## src/hdl/assert_macros.svh

```systemverilog
// assertion macros used by pneumatic_lifter_sequencer
// no dependencies; each use expands to one labeled concurrent assertion
`ifndef ASSERT_MACROS_SVH
`define ASSERT_MACROS_SVH

// same-cycle implication, checked out of reset
`define PLS_ASSERT_IMP(label, clk, rstn, ante, cons, msg) \
    label: assert property (@(posedge clk) disable iff (!(rstn)) (ante) |-> (cons)) \
        else $error(msg);

// next-cycle implication, checked out of reset
`define PLS_ASSERT_NXT(label, clk, rstn, ante, cons, msg) \
    label: assert property (@(posedge clk) disable iff (!(rstn)) (ante) |=> (cons)) \
        else $error(msg);

`endif

```

## src/hdl/pls_pkg.sv

```systemverilog
// codes and constants of the pneumatic lifter sequencer
// no dependencies; used by pneumatic_lifter_sequencer and its testbench
package pls_pkg;

    typedef logic [2:0] demand_t;
    typedef logic [2:0] position_t;
    typedef logic [1:0] action_t;
    typedef logic [1:0] rewrite_t;
    typedef logic [3:0] message_t;

    // demand codes
    localparam demand_t DMD_OFF  = 3'd0;
    localparam demand_t DMD_DOWN = 3'd1;
    localparam demand_t DMD_UP   = 3'd2;
    localparam demand_t DMD_STOP = 3'd3;
    localparam demand_t DMD_EUP  = 3'd4;

    // position codes
    localparam position_t POS_ENGAGED = 3'd0;
    localparam position_t POS_RAISED  = 3'd1;
    localparam position_t POS_MOVING  = 3'd2;
    localparam position_t POS_ERROR   = 3'd3;
    localparam position_t POS_INIT    = 3'd4;

    // action codes
    localparam action_t ACT_RAISING  = 2'd0;
    localparam action_t ACT_LOWERING = 2'd1;
    localparam action_t ACT_IDLE     = 2'd2;
    localparam action_t ACT_ERAISE   = 2'd3;

    // demand rewrite codes
    localparam rewrite_t RW_NONE = 2'd0;
    localparam rewrite_t RW_OFF  = 2'd1;
    localparam rewrite_t RW_EUP  = 2'd2;

    // message codes
    localparam message_t MSG_ESTOP        = 4'd0;
    localparam message_t MSG_AIR_FAIL     = 4'd1;
    localparam message_t MSG_POWER_OFF    = 4'd2;
    localparam message_t MSG_UP_ENGAGED   = 4'd3;
    localparam message_t MSG_NO_MOVE      = 4'd4;
    localparam message_t MSG_IDLE         = 4'd5;
    localparam message_t MSG_DOWN_RAISED  = 4'd6;
    localparam message_t MSG_IDLE_FAIL    = 4'd7;
    localparam message_t MSG_MOVING_DOWN  = 4'd8;
    localparam message_t MSG_MOVING_UP    = 4'd9;
    localparam message_t MSG_EMERGENCY_UP = 4'd10;
    localparam message_t MSG_STUCK        = 4'd11;
    localparam message_t MSG_BAD_SWITCH   = 4'd12;

    // configuration register index (byte address / 4) and reset value
    localparam logic       REG_MOVE_LIMIT   = 1'b0;
    localparam logic [7:0] MOVE_LIMIT_RESET = 8'd20;

endpackage

```

## src/hdl/pneumatic_lifter_sequencer.sv

```systemverilog
// pneumatic lifter sequencer top level: input stage, decision logic, result stage
// depends on pls_pkg and assert_macros.svh
//
//  channel   | ports                      | direction | handshake
//  ----------+----------------------------+-----------+------------------------------
//  input     | s_valid/s_ready, s_*       | in        | valid/ready, one event per item
//  result    | m_valid/m_ready, m_*       | out       | valid/ready, one result per item
//  config    | psel/penable/pwrite/paddr  | in        | apb-style, pready tied high
//
//  a result becomes valid when its item moves on from the input register to
//  the result register, through the single decision stage; one item can be
//  accepted every cycle unless a stalled result leaves both registers full
//  aresetn is synchronous and active low; it clears handshake state, the
//  sequencer state and move_limit (back to 20)
//  a stalled result holds the result register, and the input register still
//  takes one more item before s_ready drops
`include "assert_macros.svh"

module pneumatic_lifter_sequencer #(
    parameter int COUNT_WIDTH = 8  // moving counter width, 4 to 16
) (
    input  logic                   aclk,
    input  logic                   aresetn,

    // input items
    input  logic                   s_valid,
    output logic                   s_ready,
    input  logic [2:0]             s_demand,
    input  logic                   s_raised_switch,
    input  logic                   s_engaged_switch,
    input  logic                   s_interlock_trip,
    input  logic                   s_upstream_pressure_good,
    input  logic                   s_downstream_pressure_good,
    input  logic                   s_simulating,
    input  logic                   s_turret_power_on,

    // result items
    output logic                   m_valid,
    input  logic                   m_ready,
    output logic                   m_raise_valve,
    output logic                   m_lower_valve,
    output logic [2:0]             m_position_report,
    output logic                   m_turret_hold,
    output logic [1:0]             m_demand_rewrite,
    output logic [3:0]             m_message_code,
    output logic                   m_error_flag,
    output logic                   m_rearm_timer,
    output logic [COUNT_WIDTH-1:0] m_move_count,

    // configuration port
    input  logic                   psel,
    input  logic                   penable,
    input  logic                   pwrite,
    input  logic [2:0]             paddr,
    input  logic [31:0]            pwdata,
    output logic [31:0]            prdata,
    output logic                   pready
);

    // compare width covers both the counter and the 8-bit limit
    localparam int CMP_W = COUNT_WIDTH + 8;
    localparam logic [COUNT_WIDTH-1:0] CNT_MAX = '1;

    // ---------------- configuration ----------------
    logic [7:0] limit_reg;
    logic       cfg_wr;

    assign pready = 1'b1;
    assign cfg_wr = psel && penable && pwrite && (paddr[2] == pls_pkg::REG_MOVE_LIMIT);
    // register 0 is the only one; addresses with paddr[2] set read as zero
    assign prdata = (paddr[2] == pls_pkg::REG_MOVE_LIMIT) ? {24'd0, limit_reg} : 32'd0;

    always_ff @(posedge aclk) begin
        if (!aresetn) begin
            limit_reg <= pls_pkg::MOVE_LIMIT_RESET;
        end else if (cfg_wr) begin
            limit_reg <= pwdata[7:0];
        end
    end

    // ---------------- handshake and pipeline control ----------------
    logic in_valid_reg;
    logic out_valid_reg;
    logic adv;      // item moves from input register to result register
    logic s_fire;

    assign adv     = in_valid_reg && (!out_valid_reg || m_ready);
    assign s_ready = !in_valid_reg || adv;
    assign s_fire  = s_valid && s_ready;
    assign m_valid = out_valid_reg;

    always_ff @(posedge aclk) begin
        if (!aresetn) begin
            in_valid_reg  <= 1'b0;
            out_valid_reg <= 1'b0;
        end else begin
            if (s_fire) begin
                in_valid_reg <= 1'b1;
            end else if (adv) begin
                in_valid_reg <= 1'b0;
            end
            if (adv) begin
                out_valid_reg <= 1'b1;
            end else if (m_ready) begin
                out_valid_reg <= 1'b0;
            end
        end
    end

    // ---------------- input register (payload, no reset) ----------------
    pls_pkg::demand_t in_dmd_reg;
    logic             in_raised_reg;
    logic             in_engaged_reg;
    logic             in_trip_reg;
    logic             in_up_ok_reg;
    logic             in_down_ok_reg;
    logic             in_sim_reg;
    logic             in_power_reg;

    always_ff @(posedge aclk) begin
        if (s_fire) begin
            in_dmd_reg     <= s_demand;
            in_raised_reg  <= s_raised_switch;
            in_engaged_reg <= s_engaged_switch;
            in_trip_reg    <= s_interlock_trip;
            in_up_ok_reg   <= s_upstream_pressure_good;
            in_down_ok_reg <= s_downstream_pressure_good;
            in_sim_reg     <= s_simulating;
            in_power_reg   <= s_turret_power_on;
        end
    end

    // ---------------- sequencer state ----------------
    pls_pkg::action_t       act_reg, act_next;
    pls_pkg::position_t     last_pos_reg, last_pos_next;
    pls_pkg::demand_t       last_dmd_reg, last_dmd_next;
    logic [COUNT_WIDTH-1:0] cnt_reg, cnt_next;
    pls_pkg::position_t     held_pos_reg, held_pos_next;
    logic                   held_hold_reg, held_hold_next;

    // per-item results
    logic                  raise_next;
    logic                  lower_next;
    pls_pkg::rewrite_t     rw_next;
    pls_pkg::message_t     msg_next;
    logic                  err_next;
    logic                  rearm_next;

    // ---------------- decision logic ----------------
    logic                   shut;
    pls_pkg::message_t      shut_msg;
    pls_pkg::position_t     pos;
    logic [COUNT_WIDTH-1:0] cnt_inc;
    logic                   timeout;
    pls_pkg::demand_t       dmd_eff;
    pls_pkg::action_t       act_tmp;

    // shutdown conditions, highest priority first
    always_comb begin
        shut     = 1'b1;
        shut_msg = pls_pkg::MSG_ESTOP;
        if (in_trip_reg || in_dmd_reg == pls_pkg::DMD_STOP) begin
            shut_msg = pls_pkg::MSG_ESTOP;
        end else if (!in_up_ok_reg || !in_down_ok_reg) begin
            shut_msg = pls_pkg::MSG_AIR_FAIL;
        end else if (!in_sim_reg && !in_power_reg && in_dmd_reg != pls_pkg::DMD_OFF) begin
            shut_msg = pls_pkg::MSG_POWER_OFF;
        end else begin
            shut = 1'b0;
        end
    end

    // switch pair decode
    always_comb begin
        case ({in_raised_reg, in_engaged_reg})
            2'b00:   pos = pls_pkg::POS_MOVING;
            2'b01:   pos = pls_pkg::POS_ENGAGED;
            2'b10:   pos = pls_pkg::POS_RAISED;
            default: pos = pls_pkg::POS_ERROR;
        endcase
    end

    // saturating move counter and timeout against the limit
    assign cnt_inc = (cnt_reg != CNT_MAX) ? cnt_reg + 1'b1 : cnt_reg;
    assign timeout = CMP_W'(cnt_inc) >= CMP_W'(limit_reg);

    always_comb begin
        act_next       = act_reg;
        last_pos_next  = last_pos_reg;
        last_dmd_next  = last_dmd_reg;
        cnt_next       = cnt_reg;
        held_pos_next  = held_pos_reg;
        held_hold_next = held_hold_reg;
        raise_next     = 1'b0;
        lower_next     = 1'b0;
        rw_next        = pls_pkg::RW_NONE;
        msg_next       = shut_msg;
        err_next       = 1'b0;
        rearm_next     = 1'b0;
        dmd_eff        = in_dmd_reg;
        act_tmp        = act_reg;

        if (shut) begin
            // valves closed, position and turret hold keep their last value
            act_next = pls_pkg::ACT_IDLE;
            rw_next  = pls_pkg::RW_OFF;
            err_next = 1'b1;
        end else begin
            case (pos)
                pls_pkg::POS_ENGAGED: begin
                    last_pos_next  = pos;
                    held_pos_next  = pls_pkg::POS_ENGAGED;
                    cnt_next       = '0;
                    held_hold_next = 1'b1;
                    if (in_dmd_reg == pls_pkg::DMD_UP) begin
                        msg_next   = pls_pkg::MSG_UP_ENGAGED;
                        raise_next = 1'b1;
                        act_next   = pls_pkg::ACT_RAISING;
                        rearm_next = 1'b1;
                    end else if (in_dmd_reg == pls_pkg::DMD_OFF &&
                                 last_dmd_reg == pls_pkg::DMD_UP) begin
                        // raise was requested but the lifter never left
                        msg_next      = pls_pkg::MSG_NO_MOVE;
                        act_next      = pls_pkg::ACT_IDLE;
                        rw_next       = pls_pkg::RW_OFF;
                        held_pos_next = pls_pkg::POS_ERROR;
                        err_next      = 1'b1;
                    end else begin
                        msg_next = pls_pkg::MSG_IDLE;
                        act_next = pls_pkg::ACT_IDLE;
                        rw_next  = pls_pkg::RW_OFF;
                    end
                end
                pls_pkg::POS_RAISED: begin
                    last_pos_next = pos;
                    held_pos_next = pls_pkg::POS_RAISED;
                    cnt_next      = '0;
                    if (in_dmd_reg == pls_pkg::DMD_DOWN) begin
                        msg_next       = pls_pkg::MSG_DOWN_RAISED;
                        lower_next     = 1'b1;
                        act_next       = pls_pkg::ACT_LOWERING;
                        held_hold_next = 1'b1;
                        rearm_next     = 1'b1;
                    end else if (in_dmd_reg == pls_pkg::DMD_OFF &&
                                 last_dmd_reg == pls_pkg::DMD_DOWN) begin
                        msg_next       = pls_pkg::MSG_NO_MOVE;
                        act_next       = pls_pkg::ACT_IDLE;
                        rw_next        = pls_pkg::RW_OFF;
                        held_hold_next = 1'b1;
                        held_pos_next  = pls_pkg::POS_ERROR;
                        err_next       = 1'b1;
                    end else begin
                        // raised and at rest: turret released
                        msg_next       = pls_pkg::MSG_IDLE;
                        act_next       = pls_pkg::ACT_IDLE;
                        rw_next        = pls_pkg::RW_OFF;
                        held_hold_next = 1'b0;
                        if (last_dmd_reg == pls_pkg::DMD_EUP) begin
                            msg_next = pls_pkg::MSG_IDLE_FAIL;
                            err_next = 1'b1;
                        end
                    end
                end
                pls_pkg::POS_MOVING: begin
                    cnt_next = cnt_inc;
                    if (timeout) begin
                        // any raise gives up, other actions become emergency raise
                        cnt_next = '0;
                        if (act_reg inside {pls_pkg::ACT_RAISING, pls_pkg::ACT_ERAISE}) begin
                            rw_next = pls_pkg::RW_OFF;
                            dmd_eff = pls_pkg::DMD_OFF;
                            act_tmp = pls_pkg::ACT_IDLE;
                        end else begin
                            rw_next = pls_pkg::RW_EUP;
                            dmd_eff = pls_pkg::DMD_EUP;
                            act_tmp = pls_pkg::ACT_ERAISE;
                        end
                        err_next = 1'b1;
                    end
                    held_hold_next = 1'b1;
                    last_pos_next  = pos;
                    if (dmd_eff == pls_pkg::DMD_DOWN ||
                        (dmd_eff == pls_pkg::DMD_OFF && act_tmp == pls_pkg::ACT_LOWERING)) begin
                        msg_next      = pls_pkg::MSG_MOVING_DOWN;
                        lower_next    = 1'b1;
                        act_next      = pls_pkg::ACT_LOWERING;
                        held_pos_next = pls_pkg::POS_MOVING;
                        rearm_next    = 1'b1;
                    end else if (dmd_eff == pls_pkg::DMD_UP ||
                        (dmd_eff == pls_pkg::DMD_OFF && act_tmp == pls_pkg::ACT_RAISING)) begin
                        msg_next      = pls_pkg::MSG_MOVING_UP;
                        raise_next    = 1'b1;
                        act_next      = pls_pkg::ACT_RAISING;
                        held_pos_next = pls_pkg::POS_MOVING;
                        rearm_next    = 1'b1;
                    end else if (dmd_eff == pls_pkg::DMD_EUP ||
                        (dmd_eff == pls_pkg::DMD_OFF && act_tmp == pls_pkg::ACT_ERAISE)) begin
                        msg_next      = pls_pkg::MSG_EMERGENCY_UP;
                        raise_next    = 1'b1;
                        act_next      = pls_pkg::ACT_ERAISE;
                        held_pos_next = pls_pkg::POS_MOVING;
                        rearm_next    = 1'b1;
                        err_next      = 1'b1;
                    end else begin
                        // between switches with nothing driving it
                        msg_next      = pls_pkg::MSG_STUCK;
                        act_next      = pls_pkg::ACT_IDLE;
                        held_pos_next = pls_pkg::POS_ERROR;
                        err_next      = 1'b1;
                    end
                end
                default: begin
                    // both switches actuated
                    msg_next       = pls_pkg::MSG_BAD_SWITCH;
                    act_next       = pls_pkg::ACT_IDLE;
                    held_hold_next = 1'b1;
                    last_pos_next  = pos;
                    held_pos_next  = pls_pkg::POS_ERROR;
                    err_next       = 1'b1;
                end
            endcase
            last_dmd_next = dmd_eff;
        end
    end

    // state advances with each item leaving the input register
    always_ff @(posedge aclk) begin
        if (!aresetn) begin
            act_reg       <= pls_pkg::ACT_IDLE;
            last_pos_reg  <= pls_pkg::POS_INIT;
            last_dmd_reg  <= pls_pkg::DMD_OFF;
            cnt_reg       <= '0;
            held_pos_reg  <= pls_pkg::POS_INIT;
            held_hold_reg <= 1'b1;
        end else if (adv) begin
            act_reg       <= act_next;
            last_pos_reg  <= last_pos_next;
            last_dmd_reg  <= last_dmd_next;
            cnt_reg       <= cnt_next;
            held_pos_reg  <= held_pos_next;
            held_hold_reg <= held_hold_next;
        end
    end

    // ---------------- result register (payload, no reset) ----------------
    logic                   out_raise_reg;
    logic                   out_lower_reg;
    pls_pkg::position_t     out_pos_reg;
    logic                   out_hold_reg;
    pls_pkg::rewrite_t      out_rw_reg;
    pls_pkg::message_t      out_msg_reg;
    logic                   out_err_reg;
    logic                   out_rearm_reg;
    logic [COUNT_WIDTH-1:0] out_cnt_reg;

    always_ff @(posedge aclk) begin
        if (adv) begin
            out_raise_reg <= raise_next;
            out_lower_reg <= lower_next;
            out_pos_reg   <= held_pos_next;
            out_hold_reg  <= held_hold_next;
            out_rw_reg    <= rw_next;
            out_msg_reg   <= msg_next;
            out_err_reg   <= err_next;
            out_rearm_reg <= rearm_next;
            out_cnt_reg   <= cnt_next;
        end
    end

    assign m_raise_valve     = out_raise_reg;
    assign m_lower_valve     = out_lower_reg;
    assign m_position_report = out_pos_reg;
    assign m_turret_hold     = out_hold_reg;
    assign m_demand_rewrite  = out_rw_reg;
    assign m_message_code    = out_msg_reg;
    assign m_error_flag      = out_err_reg;
    assign m_rearm_timer     = out_rearm_reg;
    assign m_move_count      = out_cnt_reg;

    // ---------------- assertions ----------------
    `PLS_ASSERT_IMP(a_valves_exclusive, aclk, aresetn, out_valid_reg,
        !(out_raise_reg && out_lower_reg), "both valves driven")

    `PLS_ASSERT_IMP(a_rearm_needs_valve, aclk, aresetn, out_valid_reg && out_rearm_reg,
        out_raise_reg || out_lower_reg, "rearm requested with valves closed")

    `PLS_ASSERT_IMP(a_eup_rewrite, aclk, aresetn,
        out_valid_reg && out_rw_reg == pls_pkg::RW_EUP,
        out_raise_reg && out_msg_reg == pls_pkg::MSG_EMERGENCY_UP,
        "emergency up rewrite without emergency raise")

    `PLS_ASSERT_IMP(a_count_only_moving, aclk, aresetn, cnt_reg != '0,
        held_pos_reg == pls_pkg::POS_MOVING || held_pos_reg == pls_pkg::POS_ERROR,
        "move counter running outside moving state")

    `PLS_ASSERT_NXT(a_item_advances, aclk, aresetn, in_valid_reg && !out_valid_reg,
        out_valid_reg, "item stuck in input register")

endmodule

```

## config.mk

```make
export PLATFORM = sky130hd
export DESIGN_NAME = pneumatic_lifter_sequencer
export DESIGN_NICKNAME = d
export VERILOG_FILES = /design/src/hdl/pls_pkg.sv /design/src/hdl/pneumatic_lifter_sequencer.sv
export VERILOG_INCLUDE_DIRS = /design/src /design/src/hdl
export SDC_FILE = /design/constraint.sdc
export NUM_CORES = 1
export LEC_CHECK = 0
export BUFFER_PORTS_ARGS = -buffer_cell sky130_fd_sc_hd__buf_4
export CAP_MARGIN = 10
export CORE_ASPECT_RATIO = 0.75
export CORE_UTILIZATION = 51
export DETAILED_ROUTE_END_ITERATION = 8
export GPL_TIMING_DRIVEN = 0
export PLACE_DENSITY = 0.8
export SLEW_MARGIN = 25
export SYNTH_ARGS = -nofsm -noshare
export SYNTH_HDL_FRONTEND = slang
export SYNTH_SLANG_ARGS = --single-unit
```

## constraint.sdc

```tcl
create_clock -name aclk -period 4.9 [get_ports aclk]
set_clock_uncertainty 0.1 [all_clocks]
set_input_delay 0.735 -clock aclk [delete_from_list [all_inputs] [get_ports aclk]]
set_output_delay 0.735 -clock aclk [all_outputs]
set_load 0.01 [all_outputs]
```

Word level (Yosys, flattened, before mapping)
Index checks and enable logic that the tools add are counted.
- bits in registers: 59
- bits of input ports: 52
- output and inout bits: 57
- logic and storage cells: 162
- add/sub/neg operators: 1
- $lt $le $gt $ge: 1
- equality and inequality tests: 17
- mux-type cells: 79
- bitwise operators: 2
- reduce and logical (&&, ||, !) cells: 37
- operators with widths (operator ; number):
    two-way mux 2 bit ; 22
    two-way mux 1 bit ; 35
    two-way mux 8 bit ; 4
    two-way mux 3 bit ; 7
    one-hot mux 2 bit (3 select lines) ; 3
    one-hot mux 8 bit (2 select lines) ; 1
    equality test 3 x 2 -> 1 bit (second input constant) ; 5
    equality test 3 x 1 -> 1 bit (second input constant) ; 4
    logical AND 1 bit ; 12
    one-hot mux 4 bit (3 select lines) ; 1
    zero test 3 bit ; 3
    one-hot mux 3 bit (3 select lines) ; 1
    adder 8 x 1 -> 8 bit (second input constant) ; 1
    >= comparator 8 bit ; 1
    != test 8 bit (second input constant) ; 1
    logical OR 1 bit ; 7
    equality test 2 bit (second input constant) ; 3
    equality test 3 bit (second input constant) ; 2
    zero test 1 bit ; 6
    zero test 2 bit ; 3
    one-hot mux 1 bit (3 select lines) ; 2
    nonzero test 2 bit ; 3
    equality test 2 x 1 -> 1 bit (second input constant) ; 2
    two-way mux 4 bit ; 1
    other kinds (5) ; 7

Logic depth before layout (Yosys ltp)
Gate-level depths: netlist of run 1.
- depth after elaboration: 15
- gate-level depth with buffers: 12
- mapped depth without buffers: 12

Worst setup path before layout of run 1
OpenSTA, ideal clock, no wires.
- path kind: reg-to-reg
- start point: register cnt_reg[0]
- end point: register out_rearm_reg, in the netlist m_rearm_timer, data pin
- library setup time: 0.160 ns
- arrival: 3.304 ns
- data required time: 4.640 ns
- slack: 1.335 ns
- cell stages (with the launch flop): 12
- path buffers: 0
- period minus slack after synthesis: 3.565 ns
- cell sequence: dfxtp_1 > ha_1 > and4_1 > nand4_1 > nor2b_1 > mux2i_1 > ha_1 > and3_1 > a221o_1 > a221o_1 > or4_1 > a41oi_1
- longest elaborated chain between the ends: 13
- elaborated cells on any way between the ends: 27
- classes of those cells: 1 x add/sub; 1 x order compare; 6 x eq/ne; 11 x mux; 8 x reduce/logical
- ends and longest elaborated chain (item ; RTL line ; text):
    start: declaration ; pneumatic_lifter_sequencer.sv:137 ; logic [COUNT_WIDTH-1:0] cnt_reg, cnt_next;
    start signal: assignment ; pneumatic_lifter_sequencer.sv:339 ; cnt_reg <= cnt_next;
    adder 8 x 1 -> 8 bit / != test 8 bit (equally long branches) ; pneumatic_lifter_sequencer.sv:184 ; assign cnt_inc = (cnt_reg != CNT_MAX) ? cnt_reg + 1'b1 : cnt_reg;
    two-way mux 8 bit * ; pneumatic_lifter_sequencer.sv:184 ;
    >= comparator 8 bit * ; pneumatic_lifter_sequencer.sv:185 ; assign timeout = CMP_W'(cnt_inc) >= CMP_W'(limit_reg);
    two-way mux 2 bit / two-way mux 3 bit (equally long branches) ; pneumatic_lifter_sequencer.sv:266 ; if (timeout) begin
    two-way mux 2 bit / two-way mux 3 bit (equally long branches) ; pneumatic_lifter_sequencer.sv:209 ; case (pos)
    two-way mux 2 bit / two-way mux 3 bit (equally long branches) ; pneumatic_lifter_sequencer.sv:203 ; if (shut) begin
    equality test 2 bit / zero test 3 bit (equally long branches) ; pneumatic_lifter_sequencer.sv:297, pneumatic_lifter_sequencer.sv:283, pneumatic_lifter_sequencer.sv:290 ;
    logical AND 1 bit ; pneumatic_lifter_sequencer.sv:297 ; (dmd_eff == pls_pkg::DMD_OFF && act_tmp == pls_pkg::ACT_ERAISE)) begin
    logical OR 1 bit ; pneumatic_lifter_sequencer.sv:296 ; end else if (dmd_eff == pls_pkg::DMD_EUP ||
    two-way mux 1 bit ; pneumatic_lifter_sequencer.sv:296 ;
    two-way mux 1 bit ; pneumatic_lifter_sequencer.sv:289 ; end else if (dmd_eff == pls_pkg::DMD_UP ||
    two-way mux 1 bit * ; pneumatic_lifter_sequencer.sv:282 ; if (dmd_eff == pls_pkg::DMD_DOWN ||
    one-hot mux 1 bit (3 select lines) * ; pneumatic_lifter_sequencer.sv:209 ;
    end signal: assignment ; pneumatic_lifter_sequencer.sv:365 ; out_rearm_reg <= rearm_next;
    end: declaration ; pneumatic_lifter_sequencer.sv:353 ; logic out_rearm_reg;
Mark *: on every way between the ends. The rest lies on a longest branch, timed or not. The select of a mux whose other input is x is not followed.
A chain may end at the register's enable or synchronous reset.

Worst setup path in the final report of run 1
- start point: register cnt_reg[0]
- end point: register out_msg_reg[0], in the netlist m_message_code[0], data pin
- longest elaborated chain between the ends: 14
- elaborated cells on any way between the ends: 28
- classes of those cells: 1 x add/sub; 1 x order compare; 6 x eq/ne; 12 x mux; 8 x reduce/logical
- ends and longest elaborated chain (item ; RTL line ; text):
    adder 8 x 1 -> 8 bit / != test 8 bit (equally long branches) ; pneumatic_lifter_sequencer.sv:184 ;
    two-way mux 8 bit * ; pneumatic_lifter_sequencer.sv:184 ;
    >= comparator 8 bit * ; pneumatic_lifter_sequencer.sv:185 ;
    two-way mux 2 bit / two-way mux 3 bit (equally long branches) ; pneumatic_lifter_sequencer.sv:266 ;
    two-way mux 2 bit / two-way mux 3 bit (equally long branches) ; pneumatic_lifter_sequencer.sv:209 ;
    two-way mux 2 bit / two-way mux 3 bit (equally long branches) ; pneumatic_lifter_sequencer.sv:203 ;
    equality test 2 bit / zero test 3 bit (equally long branches) ; pneumatic_lifter_sequencer.sv:297, pneumatic_lifter_sequencer.sv:283, pneumatic_lifter_sequencer.sv:290 ;
    logical AND 1 bit ; pneumatic_lifter_sequencer.sv:297 ;
    logical OR 1 bit ; pneumatic_lifter_sequencer.sv:296 ;
    two-way mux 1 bit ; pneumatic_lifter_sequencer.sv:296 ;
    two-way mux 2 bit ; pneumatic_lifter_sequencer.sv:289 ;
    two-way mux 2 bit * ; pneumatic_lifter_sequencer.sv:282 ;
    one-hot mux 4 bit (3 select lines) * ; pneumatic_lifter_sequencer.sv:209 ;
    two-way mux 4 bit * ; pneumatic_lifter_sequencer.sv:203 ;
    named net msg_next[0] ; pneumatic_lifter_sequencer.sv:145 ; pls_pkg::message_t msg_next;
    end signal: assignment ; pneumatic_lifter_sequencer.sv:363 ; out_msg_reg <= msg_next;
    end: declaration ; pneumatic_lifter_sequencer.sv:351 ; pls_pkg::message_t out_msg_reg;
Mark *: on every way through the listed nets, which the timed path passes. The rest lies on a longest branch. The select of a mux whose other input is x is not followed.

==> flow_metrics.env, run 1 <==
export IMPL_status="finished clean"
export IMPL_multi_input_area_mm2=0.00163
export IMPL_period_share=0.859
export IMPL_cts_tree="built"
export IMPL_synth_edf_count=32
export IMPL_rsz0062_at_grt="no"
export IMPL_finalPower_uw=1180
export IMPL_routed_wl_um=7880
export IMPL_rows=25
export IMPL_start_util=0.532
export IMPL_yosys_area_top_type="edfxtp_1"
export IMPL_pin_count=109
export IMPL_drive_above_1_share=0.235
export IMPL_synth_top_area_frac=0.286
export IMPL_postRouteAntennaNets=0
export IMPL_cts_clk_slew_worst_paths_ns=0.07
export IMPL_diodes=0
export IMPL_crit_path_start_kind="flop"
export IMPL_synthFlopType="edfxtp_1"
export IMPL_hold_violations=0
export IMPL_vias_per_cell=5.43
export IMPL_cts_root_buf="clkbuf_8"
export IMPL_period_needed_ns=4.21
export IMPL_grt_pass1_vias=2601
export IMPL_ys_ff_latch=59
export IMPL_register_area_mm2=0.00150
export IMPL_cp_arrival_ns=4.16
export IMPL_chipWidth_um=95.8
export IMPL_drc_errors=0
export IMPL_synth_fa_ha_area_frac=0.0484
export IMPL_grt_max_degree=29
export IMPL_dp_hpwl_um=5910
export IMPL_cts_hold_buf=0
export IMPL_fp_dieH_um=72.3
export IMPL_n_fill_cell=527
export IMPL_synth_compound_area_frac=0.202
export IMPL_wl_per_cell_um=14.8
export IMPL_place_gp_congestion=0.902
export IMPL_dr_pass1_iters=6
export IMPL_cts_buffer_depth=2
export IMPL_clock_sinks=59
export IMPL_antenna_found_initial=0
export IMPL_cap_violations=0
export IMPL_setup_viol=0
export IMPL_grt_ovfl_total=0
export IMPL_ir_drop_uv=221
export IMPL_tns_ns=0
export IMPL_yosys_warnings=0
export IMPL_cts_made_buffers=9
export IMPL_slew_violations=0
export IMPL_crit_required_ns=4.85
export IMPL_core_area_mm2=0.00632
export IMPL_crit_type="flop to flop"
export IMPL_port_buffers=56
export IMPL_min_path_type="flop to flop"
export IMPL_synth_xor_area_frac=0.00782
export IMPL_p_leak_uw=0.00171
export IMPL_relSlewSlack=0.359
export IMPL_synth_top_family_by_area="compound AO/OA/AOI/OAI gates"
export IMPL_synth_simple_area_share=0.191
export IMPL_syn_area_mm2=0.00336
export IMPL_synthMuxAreaShare=0.00595
export IMPL_crit_path_end_kind="flop"
export IMPL_synthTopCellsByArea="edfxtp_1 29%, dfxtp_1 16%, buf_4 5.6%"
export IMPL_nets=512
export IMPL_area_delta_synth_final_pct=24.6
export IMPL_dieArea_mm2=0.00692
export IMPL_gr_usage_all_layers=0.247
export IMPL_placed_cells=517
export IMPL_ys_seq_area_frac=0.447
export IMPL_postCtsSetupRepairBufs=0
export IMPL_grt_pass1_wl_um=12800
export IMPL_cts_htree_levels=3
export IMPL_fin_cells=533
export IMPL_power_density_mw_per_mm2=281
export IMPL_cts_resized=0
export IMPL_synth_cell_types=61
export IMPL_drt_iter0_markers=224
export IMPL_tightest_slew_ns=0.956
export IMPL_crit_fanout=9
export IMPL_syn_avg_cell_area_um2=9.42
export IMPL_async_reset_ff_frac=0
export IMPL_synth_cells=357
export IMPL_clkLatencyLatePin_ns=0.33
export IMPL_fmax_mhz=238
export IMPL_via_count=2894
## cell usage in the layout (no fill, tap or decap), drive strengths merged, types with 4 or more instances in the layout
cell     synthesis  routed
o21a             4       4
clkbuf          12      23
conb             2      25
inv             19      18
o211ai           7       7
nor2            26      26
ha              13      13
o21ai           18      18
dfxtp           27      27
nand2           46      46
o2bb2ai          4       4
a21boi           9       9
a21oi           13      13
nand3           15      15
a22o             6       6
nand4            5       5
nor2b            7       7
and3             6       6
buf             27      83
edfxtp          32      32
## critical path, stage by stage (launching register included)
cell and delay [ns]:
dfxtp_1 0.45, ha_1 0.30, and4_1 0.27, nand4_1 0.33, nor2b_1 0.25, mux2i_1 0.30
ha_1 0.30, and3_1 0.21, a221oi_1 0.42, o21ai_0 0.38, a2111oi_0 0.47, o31ai_1 0.15
## metal layers
metal,share of wire,global-route usage,up-vias
li1,-,-,1433
met5,0,0,-
met4,0.0034,0.0547,0
met1,0.49,0.380,1318
met2,0.42,0.356,141
met3,0.082,0.0514,2
## final cells by class
cell class              instances  area share
flip-flops and latches         59       0.358
clock buffers                  11      0.0338
multi-input cells             263       0.388
clock inverters                 5      0.0185
well taps                      81      0.0242
repair buffers                 56       0.100
inverters                      19      0.0170
plain buffers                  39      0.0594
## through the flow
stage / worst slack (ns) / hold slack [ns] / area [um^2] / utilization
final: 0.690 / 0.347 / 4190 / 0.663
after global routing: 0.333 / 0.369 / 4190 / 0.663
after CTS: 0.748 / 0.346 / 4190 / 0.663
after detailed placement: 0.781 / 0.336 / 3970 / 0.628
after global placement: 0.720 / 0.330 / 3970 / 0.628
after floorplan: 1.34 / 0.315 / 3450 / -
## power by group
group / internal, uW / leakage [uW] / switching, uW
registers: 539 / 0.000509 / 8.45
clock network: 299 / 0.000109 / 195
logic: 59.1 / 0.00109 / 75.6
total: 897 / 0.00171 / 279
## worst paths after layout
path	startpoint	endpoint	slack, ns	cells after the start
min	held_pos_reg[2]$_SDFFE_PN1P_	held_pos_reg[2]$_SDFFE_PN1P_	0.35	2
max	cnt_reg[0]$_SDFFE_PN0P_	m_message_code[0]$_DFFE_PP_	0.69	11
max reg2reg	cnt_reg[0]$_SDFFE_PN0P_	m_message_code[0]$_DFFE_PP_	0.69	11
min reg2reg	held_pos_reg[2]$_SDFFE_PN1P_	held_pos_reg[2]$_SDFFE_PN1P_	0.35	2
## cells by family after synthesis
group,after synthesis
adders and majority gates,13
other,2
AOI/OAI and AO/OA,92
xor gates and xnor gates,3
buffers and inverters,58
and+or+nand+nor,128
muxes,2
DFF,59
## synthesized netlist by cell type, types with 2 or more instances
master	n
a2111oi_0	2
a211o_1	2
a211oi_1	3
a21boi_0	8
a21o_1	3
a21oi_1	13
a221o_1	2
a22o_1	6
a31oi_1	3
and2_1	3
and3_1	6
buf_4	25
clkbuf_1	12
conb_1	2
dfxtp_1	27
edfxtp_1	32
ha_1	13
inv_1	19
mux2i_1	2
nand2_1	46
nand2b_1	2
nand3_1	15
nand4_1	5
nand4b_1	2
nor2_1	25
nor2b_1	7
nor3_1	2
nor4_1	3
o2111ai_1	2
o211ai_1	7
o21a_1	4
o21ai_0	18
o22a_1	2
o2bb2ai_1	4
o31ai_1	2
or3_4	2
xnor2_1	2
No activity file was read; power rests on OpenSTA's default activity.
==> run 2, diff against run 1 <==
--- a/config.mk
+++ b/config.mk
@@ -11,7 +11,6 @@
 export CORE_ASPECT_RATIO = 0.75
 export CORE_UTILIZATION = 51
 export DETAILED_ROUTE_END_ITERATION = 8
-export GPL_TIMING_DRIVEN = 0
 export PLACE_DENSITY = 0.8
 export SLEW_MARGIN = 25
 export SYNTH_ARGS = -nofsm -noshare
==> run 2 against run 1 <==
Effect of this change:
- hold slack lost 0.0067 ns
- maximum frequency shrank 4.6%
- via count is 2.2% lower
- cell area down 5.8%
- sequential cell count is the same
- non-clock buffer count decreased by 37
- final cell count fell by 6.9%
- first-iteration DRC count is 29% lower
- critical path depth did not move
- sequential share of layout area up 2.2 points
- critical path type unchanged
- largest cell class unchanged
==> flow_metrics.env, run 2 (synthesis gave the netlist of run 1 again) <==
export IMPL_cts_clk_slew_worst_paths_ns=0.07
export IMPL_grt_max_degree=28
export IMPL_cts_htree_levels=3
export IMPL_nets=475
export IMPL_crit_fanout=9
export IMPL_crit_path_end_kind="flop"
export IMPL_multi_input_area_mm2=0.00163
export IMPL_drt_iter0_markers=160
export IMPL_register_area_mm2=0.00150
export IMPL_place_gp_congestion=0.927
export IMPL_final_common_cell="buf_4"
export IMPL_tightest_slew_ns=0.714
export IMPL_start_util=0.532
export IMPL_drc_errors=0
export IMPL_hold_violations=0
export IMPL_crit_path_start_kind="flop"
export IMPL_grt_pass1_vias=2443
export IMPL_cp_common_cell="ha_1"
export IMPL_cp_arrival_ns=4.38
export IMPL_cts_resized=0
export IMPL_crit_required_ns=4.86
export IMPL_cts_buffer_depth=2
export IMPL_relSlewSlack=0.519
export IMPL_ir_drop_uv=223
export IMPL_cp_num_buf_inv=0
export IMPL_period_needed_ns=4.41
export IMPL_cts_hold_buf=0
export IMPL_drive_above_1_share=0.193
export IMPL_dr_pass1_iters=5
export IMPL_cpPeakStageDelay_ns=0.50
export IMPL_via_count=2831
export IMPL_power_density_mw_per_mm2=288
export IMPL_tns_ns=0
export IMPL_fmax_mhz=227
export IMPL_clkLatencyLatePin_ns=0.34
export IMPL_diodes=0
export IMPL_pin_count=109
export IMPL_dp_slack_ns=0.617
export IMPL_chipWidth_um=95.8
export IMPL_gr_usage_all_layers=0.230
export IMPL_rsz0062_at_grt="no"
export IMPL_vias_per_cell=5.71
export IMPL_status="finished clean"
export IMPL_min_path_type="flop to flop"
export IMPL_slew_violations=0
export IMPL_cp_cell_sequence="ha_1, and4_1, nand4_1, nor2b_1, mux2i_1, ha_1, and3_1, a221oi_1, o21ai_0, a2111oi_0, o31ai_1"
export IMPL_cts_root_buf="clkbuf_8"
export IMPL_p_leak_uw=0.00156
export IMPL_cts_made_buffers=9
export IMPL_fin_ws_ns=0.485
export IMPL_grt_pass1_wl_um=11900
export IMPL_final_cell_mix="58 x buf_4, 46 x nand2_1, 32 x edfxtp_1"
export IMPL_cts_tree="built"
export IMPL_routed_wl_um=7380
export IMPL_grt_ovfl_total=0
export IMPL_crit_type="flop to flop"
export IMPL_postCtsSetupRepairBufs=0
export IMPL_postRouteAntennaNets=0
export IMPL_wl_per_cell_um=14.9
export IMPL_critPathSlowestCell="a2111oi_0"
export IMPL_clock_sinks=59
export IMPL_period_share=0.901
export IMPL_area_delta_synth_final_pct=17.3
export IMPL_cap_violations=0
export IMPL_rows=25
export IMPL_dp_hpwl_um=5380
export IMPL_setup_viol=0
export IMPL_fp_dieH_um=72.3
export IMPL_path_delay_family="compound AO/OA/AOI/OAI gates"
export IMPL_port_buffers=57
export IMPL_core_area_mm2=0.00632
export IMPL_n_fill_cell=532
export IMPL_dieArea_mm2=0.00692
export IMPL_antenna_found_initial=0
[run 2: cell count changes in the layout (fill, tap and decap cells not counted)]
cell      change
buf_4        -23
buf_2         -1
inv_1         +1
buf_6         -1
clkbuf_8      -1
clkbuf_1     -12
[run 2: where the power goes]
| part | leakage, uW | switching [uW] | total, uW | internal [uW] |
|---|---|---|---|---|
| Combinational | 0.000946 | 67.3 | 113 | 45.6 |
| Sequential | 0.000509 | 11.8 | 550 | 539 |
| Clock | 0.000104 | 189 | 472 | 283 |
[run 2: stage by stage]
step	utilization	area [um^2]	hold slack, ns	instances	total power [uW]
6_report	0.624	3950	0.340	496	1140
5_1_grt	0.624	3950	0.370	496	1180
4_1_cts	0.624	3950	0.343	496	1140
3_5_place_dp	0.591	3740	0.332	480	672
3_3_place_gp	0.591	3740	0.328	480	669
2_1_floorplan	-	3450	0.315	380	640
[run 2: routing by layer]
layer | wire length [um] | track usage | up-vias
met5 | 0 | 0 | -
met1 | 3480 | 0.346 | 1294
met3 | 738 | 0.0744 | 13
li1 | - | - | 1362
met4 | 126 | 0.0896 | 0
met2 | 3030 | 0.303 | 162
[run 2: path summary, 6_finish.rpt]
path	startpoint	endpoint	slack, ns	depth (start not counted)
worst max-delay path	cnt_reg[0]$_SDFFE_PN0P_	m_message_code[0]$_DFFE_PP_	0.49	11
worst min-delay path	held_pos_reg[2]$_SDFFE_PN1P_	held_pos_reg[2]$_SDFFE_PN1P_	0.34	2
worst max register to register	cnt_reg[0]$_SDFFE_PN0P_	m_message_code[0]$_DFFE_PP_	0.49	11
worst min register to register	held_pos_reg[2]$_SDFFE_PN1P_	held_pos_reg[2]$_SDFFE_PN1P_	0.34	2
[run 2: cell type report]
| class | instances | area share |
|---|---|---|
| multi-input combinational | 263 | 0.412 |
| sequential | 59 | 0.381 |
| tap | 81 | 0.0257 |
| clock buffer | 10 | 0.0324 |
| inverter | 19 | 0.0181 |
| clock inverter | 6 | 0.0206 |
| timing repair buffer | 58 | 0.110 |
[run 2: tightest hold or removal path: stages, from the launching register on]
cell     delay, ns
dfxtp_1       0.31
nand2_1       0.05
nand2_1       0.04
